===== src/rtl/cfcp_pkg.sv =====
// Shared constants, codes and the CRC-16 byte update for the framed command parser.
package cfcp_pkg;

    localparam int unsigned MAX_FRAME_BYTES = 64;

    localparam int unsigned BYTE_W   = 8;
    localparam int unsigned POS_W    = 8;
    localparam int unsigned CRC_W    = 16;
    localparam int unsigned VALUE_W  = 32;
    localparam int unsigned STATUS_W = 3;

    localparam logic [POS_W-1:0] MAX_POS = POS_W'(MAX_FRAME_BYTES);

    // Byte positions inside a frame
    localparam logic [POS_W-1:0] POS_HUNT    = 8'd0;
    localparam logic [POS_W-1:0] POS_SECOND  = 8'd1;
    localparam logic [POS_W-1:0] POS_VERSION = 8'd2;
    localparam logic [POS_W-1:0] POS_TYPE    = 8'd3;
    localparam logic [POS_W-1:0] POS_HEADER  = 8'd5;
    localparam logic [POS_W-1:0] POS_LENGTH  = 8'd5;
    localparam logic [POS_W-1:0] POS_PAYLOAD = 8'd6;

    localparam logic [CRC_W-1:0] CRC_INIT = 16'hFFFF;
    localparam logic [CRC_W-1:0] CRC_POLY = 16'hA001;

    typedef enum logic [STATUS_W-1:0] {
        ST_OK       = 3'd0,
        ST_CRC      = 3'd1,
        ST_VERSION  = 3'd2,
        ST_TYPE     = 3'd3,
        ST_SIZE     = 3'd4,
        ST_TOO_LONG = 3'd5,
        ST_OVERFLOW = 3'd6
    } status_t;

    // Register indexes on the configuration port
    localparam int unsigned REG_IDX_W = 3;
    localparam logic [REG_IDX_W-1:0] REG_START_FIRST  = 3'd0;
    localparam logic [REG_IDX_W-1:0] REG_START_SECOND = 3'd1;
    localparam logic [REG_IDX_W-1:0] REG_VERSION      = 3'd2;
    localparam logic [REG_IDX_W-1:0] REG_TYPE         = 3'd3;
    localparam logic [REG_IDX_W-1:0] REG_CMD_BYTES    = 3'd4;
    localparam logic [REG_IDX_W-1:0] REG_LIMIT        = 3'd5;

    localparam int unsigned ADDR_W = 5;
    localparam int unsigned APB_W  = 32;

    // Reflected CRC-16, one byte, LSB first
    function automatic logic [CRC_W-1:0] crc_feed(input logic [CRC_W-1:0] crc_in,
                                                  input logic [BYTE_W-1:0] data);
        logic [CRC_W-1:0] c;
        c = crc_in ^ {{(CRC_W-BYTE_W){1'b0}}, data};
        for (int k = 0; k < BYTE_W; k++)
        begin
            c = c[0] ? ((c >> 1) ^ CRC_POLY) : (c >> 1);
        end
        return c;
    endfunction

endpackage


===== src/rtl/crc_framed_command_parser.sv =====
// Framed command parser: start-marker hunt, header/payload capture and CRC-16 check.
//
// Takes one received byte per word on the s_ side and reports one result word per
// finished frame on the m_ side. A frame is: two start marker bytes, version, type,
// sequence, length, <length> payload bytes, then the CRC-16 (reflected, init 0xFFFF,
// poly 0xA001) low byte first, computed over version through the last payload byte.
// A repeated first marker byte while waiting for the second keeps the hunt armed.
// Each result carries the status in m_tuser and the first payload byte plus
// payload bytes 1..4 (little-endian, signed) in m_tdata. A declared length above
// payload_limit ends the frame at once (status 5); a byte at position
// MAX_FRAME_BYTES is dropped and ends the frame (status 6); both report zero data.
// Throughput: one byte per clock. Every byte is parsed in the cycle it is taken,
// with the CRC byte update and position counter feeding the frame state and the
// output register directly; s_tready drops only while a result sits in the output
// register and m_tready is low. Results are registered when the closing byte is taken.
// Registers (APB, byte address 4*i): 0 start_byte_first, 1 start_byte_second,
// 2 expected_version, 3 command_type_code, 4 command_payload_bytes,
// 5 payload_limit. Write them only while the parser is idle.
module crc_framed_command_parser
(
    input  logic                          clk,
    input  logic                          rst_n,

    input  logic                          s_tvalid,
    output logic                          s_tready,
    input  logic [cfcp_pkg::BYTE_W-1:0]   s_tdata,   // [7:0] rx_byte

    output logic                          m_tvalid,
    input  logic                          m_tready,
    output logic [39:0]                   m_tdata,   // [7:0] command_code, [39:8] command_value
    output logic [cfcp_pkg::STATUS_W-1:0] m_tuser,   // [2:0] frame_status

    input  logic                          psel,
    input  logic                          penable,
    input  logic                          pwrite,
    input  logic [cfcp_pkg::ADDR_W-1:0]   paddr,
    input  logic [cfcp_pkg::APB_W-1:0]    pwdata,
    output logic [cfcp_pkg::APB_W-1:0]    prdata,
    output logic                          pready
);
    import cfcp_pkg::*;

    // Configuration registers
    logic [BYTE_W-1:0] start_first_reg, start_second_reg, exp_version_reg;
    logic [BYTE_W-1:0] cmd_type_reg, cmd_bytes_reg, limit_reg;

    // Frame state
    logic [POS_W-1:0]   pos_reg,      pos_next;
    logic [CRC_W-1:0]   crc_reg,      crc_next;
    logic [BYTE_W-1:0]  version_reg,  version_next;
    logic [BYTE_W-1:0]  type_reg,     type_next;
    logic [BYTE_W-1:0]  length_reg,   length_next;
    logic [BYTE_W-1:0]  cmd_reg,      cmd_next;
    logic [VALUE_W-1:0] value_reg,    value_next;
    logic [BYTE_W-1:0]  crc_low_reg,  crc_low_next;

    // Output register
    logic               out_valid_reg;
    status_t            out_status_reg, out_status_next;
    logic [BYTE_W-1:0]  out_code_reg,   out_code_next;
    logic [VALUE_W-1:0] out_value_reg,  out_value_next;

    logic                  accept;
    logic                  emit;
    logic                  out_load;
    logic [BYTE_W-1:0]     rx;
    logic [BYTE_W-1:0]     len;
    logic [POS_W:0]        crc_lo_pos;     // position of the CRC low byte
    logic [POS_W-1:0]      pay_idx;
    logic [CRC_W-1:0]      crc_got;
    logic                  cfg_wr;
    logic [REG_IDX_W-1:0]  cfg_idx;

    assign pready   = 1'b1;
    assign cfg_idx  = paddr[ADDR_W-1:2];
    assign cfg_wr   = psel && penable && pwrite;

    // Output register frees up when drained this cycle
    assign out_load = !out_valid_reg || m_tready;
    assign s_tready = out_load;
    assign accept   = s_tvalid && s_tready;
    assign rx       = s_tdata;

    assign m_tvalid = out_valid_reg;
    assign m_tuser  = out_status_reg;
    assign m_tdata  = {out_value_reg, out_code_reg};

    always_comb
    begin
        unique case (cfg_idx)
            REG_START_FIRST:  prdata = APB_W'(start_first_reg);
            REG_START_SECOND: prdata = APB_W'(start_second_reg);
            REG_VERSION:      prdata = APB_W'(exp_version_reg);
            REG_TYPE:         prdata = APB_W'(cmd_type_reg);
            REG_CMD_BYTES:    prdata = APB_W'(cmd_bytes_reg);
            REG_LIMIT:        prdata = APB_W'(limit_reg);
            default:          prdata = '0;
        endcase
    end

    // Byte parser
    always_comb
    begin
        pos_next        = pos_reg;
        crc_next        = crc_reg;
        version_next    = version_reg;
        type_next       = type_reg;
        length_next     = length_reg;
        cmd_next        = cmd_reg;
        value_next      = value_reg;
        crc_low_next    = crc_low_reg;
        emit            = 1'b0;
        out_status_next = ST_OK;
        out_code_next   = '0;
        out_value_next  = '0;

        len        = (pos_reg == POS_LENGTH) ? rx : length_reg;
        crc_lo_pos = {1'b0, len} + (POS_W+1)'(POS_PAYLOAD);
        pay_idx    = pos_reg - POS_PAYLOAD;
        crc_got    = {rx, crc_low_reg};

        if (pos_reg == POS_HUNT)
        begin
            if (rx == start_first_reg)
                pos_next = POS_SECOND;
        end
        else if (pos_reg == POS_SECOND)
        begin
            if (rx == start_second_reg)
                pos_next = POS_VERSION;
            else if (rx == start_first_reg)
                pos_next = POS_SECOND;
            else
                pos_next = POS_HUNT;
        end
        else if (pos_reg >= MAX_POS)
        begin
            // byte dropped
            emit            = 1'b1;
            out_status_next = ST_OVERFLOW;
            pos_next        = POS_HUNT;
        end
        else
        begin
            pos_next = pos_reg + 1'b1;
            if (pos_reg < POS_HEADER)
            begin
                if (pos_reg == POS_VERSION)
                begin
                    version_next = rx;
                    crc_next     = crc_feed(CRC_INIT, rx);
                end
                else
                begin
                    if (pos_reg == POS_TYPE)
                        type_next = rx;
                    crc_next = crc_feed(crc_reg, rx);
                end
            end
            else
            begin
                if (pos_reg == POS_LENGTH)
                begin
                    length_next = rx;
                    cmd_next    = '0;
                    value_next  = '0;
                    crc_next    = crc_feed(crc_reg, rx);
                end

                if (len > limit_reg)
                begin
                    emit            = 1'b1;
                    out_status_next = ST_TOO_LONG;
                    pos_next        = POS_HUNT;
                end
                else if (pos_reg == POS_LENGTH)
                begin
                    // header done, payload follows
                end
                else if ({1'b0, pos_reg} < crc_lo_pos)
                begin
                    case (pay_idx)
                        8'd0:    cmd_next          = rx;
                        8'd1:    value_next[7:0]   = rx;
                        8'd2:    value_next[15:8]  = rx;
                        8'd3:    value_next[23:16] = rx;
                        8'd4:    value_next[31:24] = rx;
                        default: ; // CRC only
                    endcase
                    crc_next = crc_feed(crc_reg, rx);
                end
                else if ({1'b0, pos_reg} == crc_lo_pos)
                begin
                    crc_low_next = rx;
                end
                else
                begin
                    emit           = 1'b1;
                    pos_next       = POS_HUNT;
                    out_code_next  = cmd_reg;
                    out_value_next = value_reg;
                    if (crc_got != crc_reg)
                        out_status_next = ST_CRC;
                    else if (version_reg != exp_version_reg)
                        out_status_next = ST_VERSION;
                    else if (type_reg != cmd_type_reg)
                        out_status_next = ST_TYPE;
                    else if (length_reg != cmd_bytes_reg)
                        out_status_next = ST_SIZE;
                    else
                        out_status_next = ST_OK;
                end
            end
        end
    end

    // Control state and configuration
    always_ff @(posedge clk or negedge rst_n)
    begin
        if (!rst_n)
        begin
            start_first_reg  <= 8'hA5;
            start_second_reg <= 8'h5A;
            exp_version_reg  <= 8'h01;
            cmd_type_reg     <= 8'h01;
            cmd_bytes_reg    <= 8'h05;
            limit_reg        <= 8'd56;
            pos_reg          <= POS_HUNT;
            crc_reg          <= CRC_INIT;
            out_valid_reg    <= 1'b0;
        end
        else
        begin
            if (cfg_wr)
            begin
                unique case (cfg_idx)
                    REG_START_FIRST:  start_first_reg  <= pwdata[BYTE_W-1:0];
                    REG_START_SECOND: start_second_reg <= pwdata[BYTE_W-1:0];
                    REG_VERSION:      exp_version_reg  <= pwdata[BYTE_W-1:0];
                    REG_TYPE:         cmd_type_reg     <= pwdata[BYTE_W-1:0];
                    REG_CMD_BYTES:    cmd_bytes_reg    <= pwdata[BYTE_W-1:0];
                    REG_LIMIT:        limit_reg        <= pwdata[BYTE_W-1:0];
                    default:          ;
                endcase
            end
            if (accept)
            begin
                pos_reg <= pos_next;
                crc_reg <= crc_next;
            end
            if (out_load)
                out_valid_reg <= accept && emit;
        end
    end

    // Frame field and output data registers
    always_ff @(posedge clk)
    begin
        if (accept)
        begin
            version_reg <= version_next;
            type_reg    <= type_next;
            length_reg  <= length_next;
            cmd_reg     <= cmd_next;
            value_reg   <= value_next;
            crc_low_reg <= crc_low_next;
        end
        if (accept && emit)
        begin
            out_status_reg <= out_status_next;
            out_code_reg   <= out_code_next;
            out_value_reg  <= out_value_next;
        end
    end

endmodule


===== config.mk =====
export PLATFORM = sky130hd
export DESIGN_NAME = crc_framed_command_parser
export DESIGN_NICKNAME = d
export VERILOG_FILES = /design/src/rtl/cfcp_pkg.sv /design/src/rtl/crc_framed_command_parser.sv
export SDC_FILE = /design/constraint.sdc
export NUM_CORES = 1
export LEC_CHECK = 0
export BUFFER_PORTS_ARGS = -buffer_cell sky130_fd_sc_hd__buf_4
export CAP_MARGIN = 20
export CORE_MARGIN = 2
export CORE_UTILIZATION = 45
export CTS_BUF_LIST = sky130_fd_sc_hd__clkbuf_16
export CTS_CLUSTER_SIZE = 30
export DETAILED_ROUTE_END_ITERATION = 10
export PLACE_DENSITY_LB_ADDON = 0.15
export SYNTH_ARGS = -nofsm -noshare
export SYNTH_HDL_FRONTEND = slang
export SYNTH_SLANG_ARGS = --single-unit

===== constraint.sdc =====
create_clock -name clk -period 13.1 [get_ports clk]
set_input_delay 1.31 -clock clk [delete_from_list [all_inputs] [get_ports clk]]
set_output_delay 1.31 -clock clk [all_outputs]
set_load 0.05 [all_outputs]

==> results by group, run 1 <==
Clock tree
  – Post-CTS Setup Repair Bufs: 0
  – Hold_buf cts: 0
  – Worst skew pair latency: 0.44 ns
  – Root Driver: clkbuf_16
  – Clock buffer depth: 2
  – CTS resizes: 0
  – Number of CTS-inserted buffers: 17
  – CTS clk-pin slew, worst paths: 0.07 ns
  – H-tree depth: 4
  – Clk sinks: 188
  – CTS tree: done

Global routing
  – Total track usage: 20.48%
  – Vias in the first global route: 6442
  – Largest net degree at the start of global routing: 74
  – Remaining global-route overflow: 0
  – Initial antenna violation count: 0
  – First-pass GRT wire length: 37430 um

Floorplan
  – IO Pins: 130
  – Starting Density: 45.42%
  – DIE AREA: 23860 um2
  – Row cnt: 55
  – Die height: 154.5 um
  – Chip width: 154.5 um
  – Core ar.: 22430 um2

Critical path
  – Crit path launch type: flip-flop
  – Worst r2r path cells: 15
  – Reg2reg end: out_value_reg[22]
  – Arr. time, crit path: 4.95 ns
  – Critical path type: reg2reg
  – R2r setup slk: 8.22 ns
  – Critical Path RT: 13.17 ns
  – Setup crit end kind: flip-flop
  – Launch point of the worst reg-to-reg path: pos_reg[1]
  – Worst-path fanout max: 42

Placed design
  – Area post-placement: 10930 um2
  – Placed wire-length estimate: 16140 um
  – Count of input and output buffers: 78
  – Placer Congestion: 0.8226
  – Placed cells: 1210

Yosys
  – Post-Syn Instances: 882
  – Cell with the most instances after synthesis: edfxtp_1
  – Syn_area_per_cell: 11.55 um2
  – Post-synth EDFFs: 115
  – Commonest register cell after synthesis: edfxtp_1
  – Mapped cell area: 10190 um2
  – Synth Warn #: 0
  – Yosys top cell by area: edfxtp_1
  – Unique masters post-synth: 62
  – Commonest cells post-synth: edfxtp_1, nor2_1, nand2_1
  – Top cells by area, synth: edfxtp_1, dfrtp_1, dfstp_2, mux2i_1, xor2_1
  – Sequential fraction of the synthesis area: 52.20%
  – Yosys reg bits: 188
  – Async set-reset flop share out of synthesis: 38.83%
  – Share of the synthesized area in the top cell type: 33.89%

Pwr
  – Leakage power: 4.886 nW
  – Maximum VDD drop: 0.0001016 V
  – Pwr/cell area: 188.5 nW/um2

Drt
  – DRC Markers: 0
  – DRT antenna net count: 0
  – WL/cell: 19.16 um
  – First-pass iteration count of the detailed router: 5
  – Vias per cell: 5.378
  – Via Count: 6679
  – Detailed Route WL: 23800 um
  – Initial DRC count: 456

STA
  – Least-Margin Pin Slew: 1.076 ns
  – Minimum clock period: 4.876 ns
  – Worst clock skew: 0.01623 ns
  – RSZ-0062 raised after global routing: false
  – Final hold vios: 0
  – Final Slew Violations: 0
  – Final period util: 37.22%
  – Slew HR: 27.69%
  – Maximum achievable frequency: 205.1 MHz
  – TNS Setup: 0 ns
  – Setup-failing EPs final: 0

Final layout
  – Final nets: 1018
  – Post-route cell area: 11520 um2
  – Fin cells: 1242
  – Fraction of layout cells with a size suffix above 1: 22.05%
  – ANT cells: 0
  – Fillers: 2042
  – Synth-to-Final Area Change: 13.04%

Status
  – Status: finished clean

Min path
  – HP Class: reg2reg
  – Worst Hold Launch: limit_reg[3]
  – WHS Path Cells: 2
  – WHS Endpoint: limit_reg[3]

Run
  – Max_cap viols: 0
-- worst max-delay path by stage --
| stage | slack [ns] | start | depth (start not counted) | endpoint |
|---|---|---|---|---|
| 2_1_floorplan | 7.15 | s_tdata[4] | 14 | m_tuser[0] |
| 3_3_place_gp | 8.26 | pos_reg[1] | 15 | m_tuser[2] |
| 3_5_place_dp | 8.22 | pos_reg[1] | 15 | out_value_reg[21] |
| 4_1_cts | 8.21 | pos_reg[1] | 15 | out_value_reg[22] |
| 5_1_grt | 7.78 | pos_reg[1] | 13 | crc_reg[10] |
| 6_report | 8.22 | pos_reg[1] | 15 | out_value_reg[22] |
-- cells by family (layout without fill, tap and decap cells) --
group | Yosys count | count (layout) | share of synthesized area (%)
xor gates and xnor gates | 105 | 105 | 9.296
DFF | 188 | 188 | 52.20
muxes | 104 | 104 | 11.02
AOI/OAI and AO/OA | 100 | 100 | 6.890
buffers and inverters | 89 | 141 | 4.347
and+or+nand+nor | 272 | 272 | 13.47
adders and majority gates | 22 | 22 | 2.702
other | 2 | 25 | 0.07371
-- per-layer routing --
layer  share of wire [%]  vias to the layer above  track usage, %
li1                    -                     3221               -
met1                  47                     3308           28.36
met2                  49                      128           34.08
met3                 2.7                       22           2.858
met4                 1.4                        0           5.467
met5                   0                        -               0
-- report_power, final --
part           internal, mW  total, mW  switching (mW)
Sequential            0.773      0.867          0.0932
Clock                 0.269      0.517           0.247
Combinational         0.322      0.788           0.466
-- area by class of cell --
cell class                 count  area [um2]  share of cell area [%]
clock buffer                  17       425.4                   3.694
clock inverter                15       157.7                   1.369
inverter                      24       90.09                  0.7822
multi-input combinational    628        4531                   39.34
sequential                   188        5319                   46.18
tap                          285       356.6                   3.096
timing repair buffer          85       638.1                   5.540
-- critical path, stage by stage, from the launching register on --
cell     delay, ns
dfrtp_1       0.49
inv_1         0.16
ha_1          0.35
nand2_1       0.15
or3_1         0.65
o21ai_0       0.51
xor2_1        0.13
ha_1          0.31
nand2_1       0.08
a21oi_1       0.12
o41a_1        0.27
o21a_1        0.23
a32oi_1       0.11
buf_4         0.23
a21oi_4       0.20
buf_4         0.48
-- stage by stage --
stage	setup slack [ns]	power, mW	utilization (%)	hold slack, ns
after global routing	7.781	2.298	51.34	0.5498
after floorplan	7.147	1.482	-	0.4870
after detailed placement	8.225	1.668	48.74	0.5251
after global placement	8.259	1.657	48.74	0.5235
after CTS	8.212	2.186	51.34	0.5374
final	8.224	2.171	51.34	0.5338
-- cells in the final DEF (no fill, tap or decap), types with 3 or more instances in the layout --
cell type | netlist | final
nor3b_1 | 3 | 3
nand2b_1 | 5 | 5
ha_1 | 22 | 22
buf_4 | 25 | 85
o211ai_1 | 3 | 3
nand4_1 | 9 | 9
o21ai_0 | 19 | 19
xnor2_1 | 45 | 45
inv_8 | 0 | 4
and2_1 | 44 | 44
nor4_1 | 12 | 12
o221ai_1 | 3 | 3
nor2_1 | 84 | 84
nand3_1 | 11 | 11
inv_1 | 24 | 23
mux2i_1 | 57 | 57
a21o_1 | 4 | 4
or3_1 | 7 | 7
dfrtp_1 | 42 | 42
nor3_1 | 13 | 13
a31oi_1 | 9 | 9
a22oi_1 | 3 | 3
nand2_1 | 68 | 68
conb_1 | 2 | 25
a221o_1 | 5 | 5
a21oi_1 | 18 | 17
dfstp_2 | 31 | 31
a211o_1 | 3 | 3
clkinv_4 | 0 | 4
o32ai_1 | 3 | 3
xor2_1 | 58 | 58
clkbuf_16 | 0 | 17
nor2b_1 | 3 | 3
o22ai_1 | 6 | 6
nand3_4 | 5 | 5
mux2_2 | 45 | 45
edfxtp_1 | 115 | 115
Power figures use the tool's default switching activity.
==> inputs of run 2 (changes only) <==
Settings changed: ABC_AREA set to 1.
Clock period 13.1 ns to 5.1 ns, I/O delays scaled along.
==> results by group, run 2 <==
Clock tree
  – H-tree depth: 4 (unchanged)
  – CTS resizes: 0 (unchanged)
  – Post-CTS Setup Repair Bufs: 0 (unchanged)
  – Clock buffer depth: 2 (unchanged)
  – CTS tree: done (unchanged)
  – Number of CTS-inserted buffers: 17 (unchanged)
  – Hold_buf cts: 0 (unchanged)
  – Worst skew pair latency: 0.44 ns (about the same)
  – CTS clk-pin slew, worst paths: 0.08 ns (was 0.07 ns)
  – Root Driver: clkbuf_16 (unchanged)
  – Clk sinks: 188 (unchanged)

Critical path
  – Arr. time, crit path: 4.33 ns (was 4.95 ns)
  – Slowest library cell on the worst path: dfrtp_1 (was or3_1)
  – Largest incremental delay on the critical path: 0.45 ns (was 0.65 ns)
  – Critical Path RT: 5.22 ns (was 13.17 ns)
  – Critical path type: reg2reg (unchanged)
  – CP dominant cell by count: nand2_1
  – Setup crit end kind: flip-flop (unchanged)
  – Crit path launch type: flip-flop (unchanged)
  – Crit path cell chain: inv_1 -> ha_1 -> nand3_4 -> nor2_8 -> o21ai_1 -> a21oi_4 -> inv_1 -> nor2_1 -> nand2_1 -> xor2_1 -> ha_1 -> nand2_1 -> inv_1 -> nand2_1 -> nand3_1 -> nand2_1 -> nand2_1 -> nand4_1 -> nand3_1 -> nand2_1 -> nor2_4 -> buf_12 (was inv_1 -> ha_1 -> nand2_1 -> or3_1 -> o21ai_0 -> xor2_1 -> ha_1 -> nand2_1 -> a21oi_1 -> o41a_1 -> o21a_1 -> a32oi_1 -> buf_4 -> a21oi_4 -> buf_4)
  – Worst-path fanout max: 43 (was 42)

Final layout
  – Util after Layout: 51.85% (was 51.34%)
  – Final nets: 1279 (was 1018)
  – Synth-to-Final Area Change: 13.60% (was 13.04%)
  – Fraction of layout cells with a size suffix above 1: 15.93% (was 22.05%)
  – Most common cell after layout, fill and taps aside: nand2_1 (was edfxtp_1)
  – ANT cells: 0 (unchanged)
  – Fillers: 2124 (was 2042)
  – Commonest non-fill, non-tap cells in the layout: nand2_1, inv_1, edfxtp_1 (was edfxtp_1, buf_4, nor2_1)

STA
  – Maximum achievable frequency: 237.7 MHz (was 205.1 MHz)
  – Least-Margin Pin Slew: 0.9797 ns (was 1.076 ns)
  – TNS Setup: 0 ns (unchanged)
  – Worst clock skew: 0.01442 ns (was 0.01623 ns)
  – Final period util: 82.49% (was 37.22%)
  – Setup-failing EPs final: 0 (unchanged)
  – Slew HR: 34.69% (was 27.69%)
  – Final Slew Violations: 0 (unchanged)
  – RSZ-0062 raised after global routing: false (unchanged)
  – Hold_ws: 0.2248 ns (was 0.5338 ns)
  – Final hold vios: 0 (unchanged)
  – Minimum clock period: 4.207 ns (was 4.876 ns)
  – Setup ws final: 0.8930 ns (was 8.224 ns)

Placed design
  – DP Worst Slack: 0.8489 ns (was 8.225 ns)
  – Placer Congestion: 0.8845 (was 0.8226)
  – Count of input and output buffers: 78 (unchanged)
  – Placed wire-length estimate: 17730 um (was 16140 um)

Global routing
  – Initial antenna violation count: 0 (unchanged)
  – Largest net degree at the start of global routing: 74 (unchanged)
  – Remaining global-route overflow: 0 (unchanged)
  – Total track usage: 21.93% (was 20.48%)
  – First-pass GRT wire length: 40960 um (was 37430 um)
  – Vias in the first global route: 7523 (was 6442)

Yosys
  – Synth Warn #: 0 (unchanged)
  – Yosys reg bits: 188 (unchanged)
  – Syn_area_per_cell: 9.117 um2 (was 11.55 um2)
  – Post-Syn Instances: 1130 (was 882)
  – Commonest cells post-synth: nand2_1, inv_1, edfxtp_1 (was edfxtp_1, nor2_1, nand2_1)
  – Async set-reset flop share out of synthesis: 38.83% (unchanged)
  – Yosys top cell by area: edfxtp_1 (unchanged)
  – Post-synth EDFFs: 115 (unchanged)
  – Sequential fraction of the synthesis area: 51.63% (was 52.20%)
  – Top cells by area, synth: edfxtp_1, dfrtp_1, nand2_1, dfstp_2, inv_1 (was edfxtp_1, dfrtp_1, dfstp_2, mux2i_1, xor2_1)
  – Unique masters post-synth: 47 (was 62)
  – Commonest register cell after synthesis: edfxtp_1 (unchanged)
  – Mapped cell area: 10300 um2 (was 10190 um2)
  – Cell with the most instances after synthesis: nand2_1 (was edfxtp_1)
  – Share of the synthesized area in the top cell type: 33.52% (was 33.89%)

Drt
  – Via Count: 7903 (was 6679)
  – WL/cell: 17.15 um (was 19.16 um)
  – First-pass iteration count of the detailed router: 6 (was 5)
  – Vias per cell: 5.258 (was 5.378)
  – Initial DRC count: 528 (was 456)
  – DRC Markers: 0 (unchanged)
  – Detailed Route WL: 25780 um (was 23800 um)
  – Met2 Routed Length: 12380 um (was 11710 um)
  – M1 WL: 11670 um (was 11130 um)
  – DRT antenna net count: 0 (unchanged)
  – Max layer used: met4 (unchanged)
  – Met3 wire len: 1319 um (was 633 um)

Floorplan
  – Core ar.: 22570 um2 (was 22430 um2)
  – Starting Density: 45.64% (was 45.42%)
  – Die height: 155.3 um (was 154.5 um)
  – IO Pins: 130 (unchanged)
  – Row cnt: 55 (unchanged)
  – DIE AREA: 24120 um2 (was 23860 um2)
  – Chip width: 155.3 um (was 154.5 um)

Pwr
  – Leakage power: 5.075 nW (was 4.886 nW)
  – Pwr/cell area: 558.5 nW/um2 (was 188.5 nW/um2)
  – Maximum VDD drop: 0.0002728 V (was 0.0001016 V)

Status
  – Status: finished clean (unchanged)

Run
  – Max_cap viols: 0 (unchanged)

Min path
  – HP Class: in2async (was reg2reg)
run 2: final timing paths:
kind,slack [ns],from,cells after the start,to
setup / recovery,0.89,pos_reg[1],22,out_value_reg[3]
hold / removal,0.22,rst_n,1,exp_version_reg[5]
setup reg to reg,0.89,pos_reg[1],22,out_value_reg[3]
hold reg to reg,0.51,exp_version_reg[0],2,exp_version_reg[0]
max in group asynchronous,4.24,rst_n,1,pos_reg[0]
min in group clk,0.29,pwdata[5],3,limit_reg[5]
run 2: worst max-delay path, delay by kind of cell, from the launching register on:
| family | cells | cell delay (ns) |
|---|---|---|
| AO/OA/AOI/OAI | 2 | 0.39 |
| XOR/XNOR | 1 | 0.15 |
| adder cells (fa/ha/maj) | 2 | 0.53 |
| buffers and inverters | 4 | 0.54 |
| flip-flops | 1 | 0.45 |
| AND/OR/NAND/NOR | 13 | 1.78 |
run 2: stage by stage:
stage                     power, mW  instance area [um2]  cells
after floorplan               4.472                10390   1153
after CTS                     6.541                11700   1502
after detailed placement      5.182                11100   1470
final                         6.536                11700   1503
after global routing          6.968                11700   1503
after global placement        5.125                11100   1470
run 2: power by group:
group	switching, mW	internal (mW)
sequential	0.260	2.12
clock	0.656	0.703
combinational	1.90	0.897
run 2: layer usage:
layer,track usage (%),up-vias
met1,30.45,3783
met3,3.538,29
met4,5.723,0
li1,-,3860
met5,0,-
met2,36.08,231
run 2: area by class of cell:
class                      count  area, um2  share of cell area (%)
sequential                   188       5319                   45.45
tap                          285      356.6                   3.047
timing repair buffer          93      708.2                   6.051
clock buffer                  17      425.4                   3.635
clock inverter                15      172.7                   1.475
inverter                     135      509.2                   4.351
multi-input combinational    770       4213                   36.00
run 2: kinds of logic after synthesis:
group	after synthesis	synth area share, %
DFF	188	51.63
AOI/OAI and AO/OA	182	9.971
xor gates and xnor gates	83	7.056
other	2	0.07290
adders and majority gates	22	2.672
buffers and inverters	195	8.465
and+or+nand+nor	458	20.14
